**src/rtl/core/stst_fifo.sv**
```systemverilog
// ---------------------------------------------------------------------------
// stst_fifo
// Small register-based queue used between the block's parts and at its output.
// ---------------------------------------------------------------------------
module stst_fifo #(
	parameter int WIDTH = 8,
	parameter int DEPTH = 2
) (
	input  logic             clk,
	input  logic             arst_n,
	input  logic             wr,
	input  logic [WIDTH-1:0] wdata,
	input  logic             rd,
	output logic [WIDTH-1:0] rdata,
	output logic             empty,
	output logic             full
);

	localparam int PTR_W = (DEPTH > 1) ? $clog2(DEPTH) : 1;
	localparam int CNT_W = $clog2(DEPTH + 1);

	logic [WIDTH-1:0] mem_q [DEPTH];
	logic [PTR_W-1:0] wptr_q, rptr_q;
	logic [CNT_W-1:0] cnt_q;
	logic             do_wr, do_rd;

	assign empty = (cnt_q == '0);
	assign full  = (cnt_q == CNT_W'(DEPTH));
	assign do_wr = wr && !full;
	assign do_rd = rd && !empty;
	assign rdata = mem_q[rptr_q];

	// storage
	always_ff @(posedge clk) begin
		if (do_wr) begin
			mem_q[wptr_q] <= wdata;
		end
	end

	// pointers and fill level
	always_ff @(posedge clk or negedge arst_n) begin
		if (!arst_n) begin
			wptr_q <= '0;
			rptr_q <= '0;
			cnt_q  <= '0;
		end else begin
			if (do_wr) begin
				wptr_q <= (wptr_q == PTR_W'(DEPTH - 1)) ? '0 : wptr_q + 1'b1;
			end
			if (do_rd) begin
				rptr_q <= (rptr_q == PTR_W'(DEPTH - 1)) ? '0 : rptr_q + 1'b1;
			end
			if (do_wr && !do_rd) begin
				cnt_q <= cnt_q + 1'b1;
			end else if (do_rd && !do_wr) begin
				cnt_q <= cnt_q - 1'b1;
			end
		end
	end

endmodule

```
**config.mk**
```make
export PLATFORM = sky130hd
export DESIGN_NAME = stst_fifo
export DESIGN_NICKNAME = d
export VERILOG_FILES = /design/src/rtl/core/stst_fifo.sv
export SDC_FILE = /design/constraint.sdc
export NUM_CORES = 1
export LEC_CHECK = 0
export BUFFER_PORTS_ARGS = -buffer_cell sky130_fd_sc_hd__buf_2
export CAP_MARGIN = 10
export CELL_PAD_IN_SITES_DETAIL_PLACEMENT = 0
export CELL_PAD_IN_SITES_GLOBAL_PLACEMENT = 1
export CORE_MARGIN = 2
export CORE_UTILIZATION = 43
export CTS_BUF_LIST = sky130_fd_sc_hd__clkbuf_8
export DETAILED_ROUTE_END_ITERATION = 16
export GPL_TIMING_DRIVEN = 0
export PLACE_DENSITY_LB_ADDON = 0.1
export RECOVER_POWER = 50
export SYNTH_ARGS = -nofsm -noshare
export SYNTH_HDL_FRONTEND = slang
export SYNTH_SLANG_ARGS = --single-unit
```
**constraint.sdc**
```tcl
create_clock -name clk -period 1.75 [get_ports clk]
set_clock_uncertainty 0.2 [all_clocks]
set_input_delay 0.35 -clock clk [delete_from_list [all_inputs] [get_ports clk]]
set_output_delay 0.35 -clock clk [all_outputs]
set_load 0.02 [all_outputs]
```
==> results.toml, run 1 <==
[status]
status = "complete, but fails checks"
violations = "negative setup slack"

[cells_and_area]
flow.area_growth_from_synthesis_pct = 30.5
multi_input_comb_area_um2 = 195
sequential_cell_area_um2 = 581
layout.nets = 85
layout-drive-gt1-share_pct = 39.4
final_core_occ_pct = 59.2
diode_insertion_count_for_antenna_repair = 0
layout.filler_cells = 143

[clock_tree]
cts-root-to-sink-buffers = 2
number_of_sinks_handled_by_clock_tree_synthesis = 20
cts.root.buffer_cell = "clkbuf_8"
cts_made_buffers = 3
clk_pin_slew_ns = 0.07
cts_max_level = 1
clk-insertion-delay-late_ns = 0.24
tritoncts = "done"

[logic_synthesis]
async_reset_ff_share_pct = 20.0
ys_warn_count = 0
post_synth.cell_area_avg_um2 = 17.6
ys.flop_type = "edfxtp_1"
synth.cell_area_um2 = 774
post-synth-top-area-fraction_pct = 62.0
yosys_reg_bits = 20
synthMostInstantiatedCell = "edfxtp_1"
synth_top_area_cell = "edfxtp_1"
postSynthNetCount = 57
yosysUniqueCellTypes = 14
synth.cells.most_frequent = "edfxtp_1, mux2_1, dfrtp_1, nor2_1, xnor2_1"
syn_inst = 44
number_of_enable_flip_flop_cells_after_synthesis = 16
synth-seq-area-share_pct = 75.0
yosys-top-cells-area = "edfxtp_1, dfrtp_1, mux2_1"

[timing]
total_neg_setup_slack_ns = -0.118
worst_pin_slew_ns = 0.452
layout_min_cycle_time_ns = 1.77
fin_ws_ns = -0.0230
fin_crit_sh_pct = 101
achievable-frequency_ghz = 0.564
timing.final.hold_violations = 0
unrepaired_setup_endpoints_after_global_routing = "yes"
slew_headroom_pct = 69.9
final-max-slew-violation-count = 0
finalSetupViolations = 8

[placed_design]
routabilityCongestion = 0.660
hpwl_um = 819
place.port_buffers = 21

[routing]
drt_pass1_iterations = 1
drc_errors = 0
postRouteWirelength_um = 1100
wl_per_cell_um = 11.5
route.detailed.vias_per_inst = 4.38
dr.first_iter.drc_count = 0
detail-route-antenna-nets = 0
vias = 420

[global_routing]
largest_net_degree_at_the_start_of_global_routing = 12
first_global_vias = 361
grtUsageMet3_pct = 3.53
grt_first_pass_wirelength_um = 1640
grt_overflow = 0
met2_use_gr_pct = 17.8
grt-busiest-layer = "met2"
antenna_found_initial = 0
grt.met1_usage_pct = 15.4
grt_usage_pct = 11.7

[power_and_ir_drop]
peakVddDrop_mv = 0.950
power_switching_mw = 0.574
pwr-share-seq_pct = 42.6
switching_share_pct = 33.2
power.share.combinational_pct = 40.9
cellInternalPower_mw = 1.16
powerDensity_nw_per_um2 = 1710
p_leak_nw = 0.415
clockPowerShare_pct = 16.5

[setup_path]
worst-endpoint-required_ns = 1.20
worst_r2r_path_depth = 6
slowest_delay_ns = 0.37
crit_buf_inv = 2
critPathTopFamily = "flip-flops"
worst-path-stages = 3
critical_path_peak_fanout = 9
crit_slowest_cell = "dfrtp_1"
critical_path.cell_chain = "buf_6 -> mux2_1 -> buf_2"
setup.worst_path.end_class = "output port"
worstSetupStartpointType = "register"
arrival_ns = 1.22
timing_worst_setup_path_type = "register to output port"

[floorplan]
start_util_pct = 45.3
die_height_um = 46.4
die_area_um2 = 2160
fp-row-count = 15
i_o_pin_count = 22
core_area_um2 = 1710
chipWidth_um = 46.4

[flow_run]
cap_viol_max_count = 0

[worst_hold_path]
worstHoldPathCells = 1
worstHoldPathType = "primary input to register"
-- what timing repair did --
item,4_1_cts,5_1_grt
gates resized for setup,7,6
hold buffers,1,0
pin swaps,0,0
setup buffers,1,0
hold endpoints to repair,4,0
endpoints found under the setup margin,16,9
-- sequential cells by signal, indices dropped and copies added (netlist names) --
register  count
mem_q        16
cnt_q         2
wptr_q        1
rptr_q        1
-- stage by stage --
stage | cell area, um2 | instances | hold slack (ns) | setup WS, ns | power, mW
2_1_floorplan | 774 | 44 | -0.146 | 0.176 | 1.16
3_3_place_gp | 911 | 90 | -0.0370 | -0.0756 | 1.33
3_5_place_dp | 911 | 90 | -0.0356 | -0.125 | 1.34
4_1_cts | 995 | 96 | 0.0822 | -0.0394 | 1.70
5_1_grt | 1010 | 96 | 0.0784 | -0.0580 | 1.83
6_report | 1010 | 96 | 0.0873 | -0.0230 | 1.73
-- path summary, 6_finish.rpt --
check	start	endpoint	slack, ns
setup / recovery	rptr_q	rdata[2]	-0.02
hold / removal	wdata[6]	mem_q[0][6]	0.09
setup reg to reg	cnt_q[0]	cnt_q[1]	0.13
hold reg to reg	wptr_q	wptr_q	0.32
max in group asynchronous	arst_n	rptr_q	0.89
min in group asynchronous	arst_n	cnt_q[0]	0.27
-- routing by layer --
layer	vias up	routed length (um)	part of all wire [%]
met5	-	0	0
met4	0	0	0
met3	0	38	3.5
met2	10	527	48
met1	196	534	49
li1	214	-	-
-- power groups by stage --
stage | Sequential (mW) | Combinational, mW | Clock (mW)
3_5_place_dp | 0.735 | 0.607 | 0
5_1_grt | 0.752 | 0.767 | 0.315
6_report | 0.737 | 0.707 | 0.286
3_3_place_gp | 0.730 | 0.603 | 0
2_1_floorplan | 0.721 | 0.443 | 0
4_1_cts | 0.731 | 0.673 | 0.300
-- cell families after synthesis --
logic type                 synth area share [%]
AOI/OAI and AO/OA                         0.646
DFF                                        75.0
adders and majority gates                  1.62
and+or+nand+nor                            3.88
buffers and inverters                      1.62
xor gates and xnor gates                   5.66
muxes                                      11.6
-- cell type report --
class                           count  area share, %
Buffer                              1           1.11
Clock buffer                        3           4.08
Clock inverter                      1          0.371
Inverter                            2          0.743
Multi-Input combinational cell     21           19.3
Sequential cell                    20           57.4
Tap cell                           25           3.09
Timing Repair Buffer               23           13.9
-- placed cells by master (no fill, tap or decap) --
cell	Yosys	layout
ha_1	1	1
and3_1	1	1
buf_2	1	14
buf_4	0	2
mux2_1	7	6
dlygate4sd3_1	0	1
clkbuf_8	0	3
mux2_4	0	1
mux2_2	1	1
xnor2_1	3	3
o21ai_1	1	1
clkbuf_1	0	3
edfxtp_1	16	16
nor2_2	0	1
inv_1	2	2
xor2_1	2	2
clkinv_1	0	1
dfrtp_1	4	4
nand2b_4	0	1
nor2_1	3	2
nand2_2	1	1
buf_6	0	4
Power figures use the tool's default switching activity.
==> inputs of run 2 (changes only) <==
--- a/config.mk
+++ b/config.mk
@@ -9,11 +9,11 @@
 export CAP_MARGIN = 10
 export CELL_PAD_IN_SITES_DETAIL_PLACEMENT = 0
 export CELL_PAD_IN_SITES_GLOBAL_PLACEMENT = 1
-export CORE_MARGIN = 2
-export CORE_UTILIZATION = 43
+export CORE_UTILIZATION = 46
 export CTS_BUF_LIST = sky130_fd_sc_hd__clkbuf_8
 export DETAILED_ROUTE_END_ITERATION = 16
 export GPL_TIMING_DRIVEN = 0
+export HOLD_SLACK_MARGIN = 0.12
 export PLACE_DENSITY_LB_ADDON = 0.1
 export RECOVER_POWER = 50
 export SYNTH_ARGS = -nofsm -noshare
==> constraint.sdc (replaced) <==
create_clock -name clk -period 2.1 [get_ports clk]
set_clock_uncertainty 0.2 [all_clocks]
set_input_delay 0.42 -clock clk [delete_from_list [all_inputs] [get_ports clk]]
set_output_delay 0.42 -clock clk [all_outputs]
set_load 0.02 [all_outputs]
==> run 2 against run 1 <==
  * The run now ends clean
  * Design area down 6.6%
  * Critical path depth is the same
  * Utilization rose by 2.1 points
  * Register-to-register slack better by 0.15 ns
  * Clock-buffer cell count is the same
  * Sequential share of layout area increased by 4.0 points
  * Sequential power fell by 18%
  * Die area down 14%
  * Hold slack gained 0.062 ns
  * Clock power down 15%
  * First-iteration DRC count increased by 9
  * Via count increased by 0.71%
  * Critical endpoint is now rdata[7]
  * Largest cell class unchanged
  * Highest routed layer is now met4
==> results.toml, run 2 (synthesis results as in run 1) <==
[routing]
wl_per_cell_um = 12.9
postRouteWirelength_um = 1110
dr.first_iter.drc_count = 9
detail-route-antenna-nets = 0
route.detailed.vias_per_inst = 4.92
drt_pass1_iterations = 4
drc_errors = 0
vias = 423

[cells_and_area]
layoutNonFillerInstCount = 86
number_of_flip_flops_under_the_largest_register_name = 16
multi_input_comb_area_um2 = 179
layout.nets = 84
largestRegisters = "mem_q: 16 flops, cnt_q: 2 flops"
final_area_um2 = 945
flow.area_growth_from_synthesis_pct = 22.0
diode_insertion_count_for_antenna_repair = 0
layout_common_cells = "buf_2, edfxtp_1, mux2_1"
regMostFlops = "mem_q"
layout.filler_cells = 122
final_core_occ_pct = 61.3
layout-drive-gt1-share_pct = 28.6
sequential_cell_area_um2 = 581

[floorplan]
die_area_um2 = 1850
die_height_um = 43.0
fp-row-count = 14
i_o_pin_count = 22
core_area_um2 = 1540
chipWidth_um = 43.0
start_util_pct = 50.2

[setup_path]
arrival_ns = 1.33
worstSetupStartpointType = "register"
timing_worst_setup_path_type = "register to output port"
critical_path_peak_fanout = 9
worst-endpoint-required_ns = 1.48
r2r_slack_ns = 0.28
setup.worst_path.end_class = "output port"

[global_routing]
grt_overflow = 0
grtUsageMet3_pct = 5.53
grt.met1_usage_pct = 16.5
antenna_found_initial = 0
met2_use_gr_pct = 23.9
grt_first_pass_wirelength_um = 1820
largest_net_degree_at_the_start_of_global_routing = 12
first_global_vias = 397
grt-busiest-layer = "met2"
grt_usage_pct = 14.6

[status]
status = "finished, final reports clean"

[clock_tree]
clk_pin_slew_ns = 0.07
clk-insertion-delay-late_ns = 0.25
cts_repair_resizes = 0
cts_made_buffers = 3
cts_max_level = 1
number_of_sinks_handled_by_clock_tree_synthesis = 20
cts.root.buffer_cell = "clkbuf_8"
cts-root-to-sink-buffers = 2
tritoncts = "done"
postCtsSetupBuffers = 0

[placed_design]
postPlaceCellArea_um2 = 900
place.port_buffers = 21
place_worst_setup_slack_ns = 0.280
numPlacedInstances = 81
routabilityCongestion = 0.698
hpwl_um = 791

[timing]
fin_ws_ns = 0.149
finalSetupViolations = 0
layout_min_cycle_time_ns = 1.95
total_neg_setup_slack_ns = 0
slew_headroom_pct = 52.9
fin_worst_hold_slack_ns = 0.150
timing.final.hold_violations = 0
unrepaired_setup_endpoints_after_global_routing = "no"
achievable-frequency_ghz = 0.513
worst_pin_slew_ns = 0.704
fin_crit_sh_pct = 92.9
final-max-slew-violation-count = 0

[power_and_ir_drop]
p_leak_nw = 0.386
fin_total_pwr_mw = 1.34
powerDensity_nw_per_um2 = 1420
peakVddDrop_mv = 0.717

[flow_run]
cap_viol_max_count = 0

[worst_hold_path]
worstHoldPathType = "primary input to register"
## run 2: changes by cell type in the layout (fill, tap and decap cells not counted), sizes merged
cell and delta:
buf -4, inv +1, clkbuf +3, clkinv -1
## run 2: final timing paths
| path | from | endpoint | depth (start not counted) |
|---|---|---|---|
| min in group asynchronous | arst_n | wptr_q | 2 |
| max in group asynchronous | arst_n | cnt_q[0] | 2 |
| worst max register to register | cnt_q[0] | mem_q[0][2] | 3 |
| worst max-delay path | rptr_q | rdata[7] | 3 |
| worst min-delay path | wdata[6] | mem_q[0][6] | 1 |
| worst min register to register | wptr_q | wptr_q | 1 |
## run 2: worst max-delay path: stages (launching register included)
cell and delay [ns]:
dfrtp_1 0.33, buf_2 0.23, mux2_2 0.36, buf_2 0.16
## run 2: repair_timing
action	CTS	global route
hold buffers	1	0
hold endpoints to repair	4	0
endpoints found under the setup margin	0	0
## run 2: area by class of cell
cell class,instances,share of cell area (%)
Sequential cell,20,61.5
Multi-Input combinational cell,21,18.9
Timing Repair Buffer,22,11.4
Clock buffer,3,4.37
Tap cell,16,2.12
Inverter,2,0.795
Buffer,1,0.530
Clock inverter,1,0.397
## run 2: layer usage
metal | share of wire [%] | vias up
met5 | 0 | -
met4 | 2.1 | 0
met3 | 6.0 | 3
met2 | 49 | 15
met1 | 42 | 194
li1 | - | 211
## run 2: where the power goes
group	switching (mW)	internal (mW)
registers	0.0502	0.556
clock network	0.115	0.130
logic	0.293	0.195
total	0.458	0.881
==> inputs of run 3 (changes only) <==
--- a/config.mk
+++ b/config.mk
@@ -16,6 +16,7 @@
 export HOLD_SLACK_MARGIN = 0.12
 export PLACE_DENSITY_LB_ADDON = 0.1
 export RECOVER_POWER = 50
+export SETUP_SLACK_MARGIN = 0.15
 export SYNTH_ARGS = -nofsm -noshare
 export SYNTH_HDL_FRONTEND = slang
 export SYNTH_SLANG_ARGS = --single-unit
==> run 3 against run 2 <==
  * Final cell count unchanged
  * Largest power group unchanged
  * Utilization grew 0.16 points
  * Critical endpoint is now rdata[3]
  * Flip-flop and latch count unchanged
  * Fmax up 2.8%
  * Setup slack improved by 0.053 ns
==> results.toml, run 3 (synthesis results as in run 1) <==
[cells_and_area]
regMostFlops = "mem_q"
layout.nets = 84
diode_insertion_count_for_antenna_repair = 0
layout_common_cells = "edfxtp_1, buf_2, mux2_1"
layout-drive-gt1-share_pct = 28.6
layoutNonFillerInstCount = 86
layout_commonest_cell = "edfxtp_1"
largestRegisters = "mem_q: 16 flops, cnt_q: 2 flops"
flow.area_growth_from_synthesis_pct = 22.3
number_of_flip_flops_under_the_largest_register_name = 16

[timing]
fin_crit_sh_pct = 90.3
unrepaired_setup_endpoints_after_global_routing = "no"
worst_pin_slew_ns = 0.707
fin_worst_hold_slack_ns = 0.150
final-max-slew-violation-count = 0
achievable-frequency_ghz = 0.527
slew_headroom_pct = 52.7
timing.final.hold_violations = 0
finalSetupViolations = 0
layout_min_cycle_time_ns = 1.90
total_neg_setup_slack_ns = 0

[clock_tree]
number_of_sinks_handled_by_clock_tree_synthesis = 20
cts_max_level = 1
clk_pin_slew_ns = 0.07
cts_made_buffers = 3
cts.root.buffer_cell = "clkbuf_8"
clk-insertion-delay-late_ns = 0.25
cts-root-to-sink-buffers = 2
tritoncts = "done"

[setup_path]
arrival_ns = 1.28
critPathTopFamily = "flip-flops"
crit_slowest_cell = "dfrtp_1"
critical_path_peak_fanout = 9
worst-endpoint-required_ns = 1.48
r2r_slack_ns = 0.28
worstSetupStartpointType = "register"
setup.worst_path.end_class = "output port"
slowest_delay_ns = 0.37
critical_path.cell_chain = "buf_4 -> mux2_1 -> buf_2"
timing_worst_setup_path_type = "register to output port"
worst_r2r_path_depth = 3
ff_to_ff_start = "cnt_q[0]"
crit_buf_inv = 2
r2r-end = "mem_q[0][2]"

[floorplan]
die_height_um = 43.0
start_util_pct = 50.2
chipWidth_um = 43.0
i_o_pin_count = 22
fp-row-count = 14
die_area_um2 = 1850
core_area_um2 = 1540

[worst_hold_path]
worstHoldPathType = "primary input to register"
worstHoldPathCells = 1
worst_hold_path.endpoint = "mem_q[0][6]"
hold_path_startpoint = "wdata[6]"

[routing]
wl_per_cell_um = 12.9
route.detailed.vias_per_inst = 4.92
postRouteWirelength_um = 1110
vias = 423
drc_errors = 0
dr.first_iter.drc_count = 9
drt_pass1_iterations = 4
detail-route-antenna-nets = 0

[power_and_ir_drop]
powerDensity_nw_per_um2 = 1420
p_leak_nw = 0.387
peakVddDrop_mv = 0.718

[global_routing]
largest_net_degree_at_the_start_of_global_routing = 12
grt_overflow = 0
first_global_vias = 397
antenna_found_initial = 0
grt_usage_pct = 14.6
grt_first_pass_wirelength_um = 1820

[status]
status = "finished, final reports clean"

[placed_design]
hpwl_um = 791
place.port_buffers = 21
routabilityCongestion = 0.698
numPlacedInstances = 81

[flow_run]
cap_viol_max_count = 0
[run 3: changes by cell type in the layout (fill, tap and decap cells not counted)]
| cell | delta |
|---|---|
| buf_4 | +1 |
| buf_2 | -1 |
[run 3: worst register-to-register path, stage by stage, from the launching register on]
cell      delay [ns]
dfrtp_1         0.43
nand2b_1        0.16
nand2_1         0.11
nor2_1          0.56
[run 3: cell type report]
class | count | area (um2)
Fill cell | 121 | 594
Sequential cell | 20 | 581
Multi-Input combinational cell | 21 | 179
Timing Repair Buffer | 22 | 108
Clock buffer | 3 | 41.3
Tap cell | 16 | 20.0
Buffer | 1 | 7.51
Inverter | 2 | 7.51
Clock inverter | 1 | 3.75
[run 3: power breakdown]
part | internal [mW] | switching (mW) | total (mW)
logic | 0.201 | 0.293 | 0.494
registers | 0.556 | 0.0508 | 0.607
clock network | 0.130 | 0.115 | 0.245
total | 0.887 | 0.459 | 1.35
[run 3: layer usage]
metal  up-vias  track usage [%]  share of wire, %
li1        211                -                 -
met1       194             16.5                42
met2        15             23.9                49
met3         3             5.53               6.0
met4         0             7.27               2.1
met5         -                0                 0
[run 3: how the worst max path moves through the flow]
stage / startpoint / endpoint / slack [ns] / cells after the start
floorplan: cnt_q[0] / mem_q[0][0] / 0.53 / 3
global placement: cnt_q[0] / mem_q[0][0] / 0.30 / 3
detailed placement: cnt_q[0] / mem_q[0][2] / 0.28 / 3
CTS: rptr_q / rdata[3] / 0.18 / 3
global route: cnt_q[0] / mem_q[0][2] / 0.13 / 3
finish: rptr_q / rdata[3] / 0.20 / 3
[run 3: repair_timing]
| item | 4_1_cts | 5_1_grt |
|---|---|---|
| endpoints found under the hold margin | 4 | 0 |
| setup endpoints to repair | 8 | 0 |
| buffers inserted | 0 | 0 |
| gates resized for setup | 1 | 0 |
| hold buffers | 1 | 0 |
[run 3: per-stage QoR]
stage	worst slack, ns	utilization, %	area (um2)	total power, mW
after floorplan	0.526	-	774	0.970
after global placement	0.304	58.4	900	1.10
after detailed placement	0.280	58.4	900	1.12
after CTS	0.184	62.1	957	1.37
after global routing	0.128	61.4	947	1.43
final	0.203	61.4	947	1.35
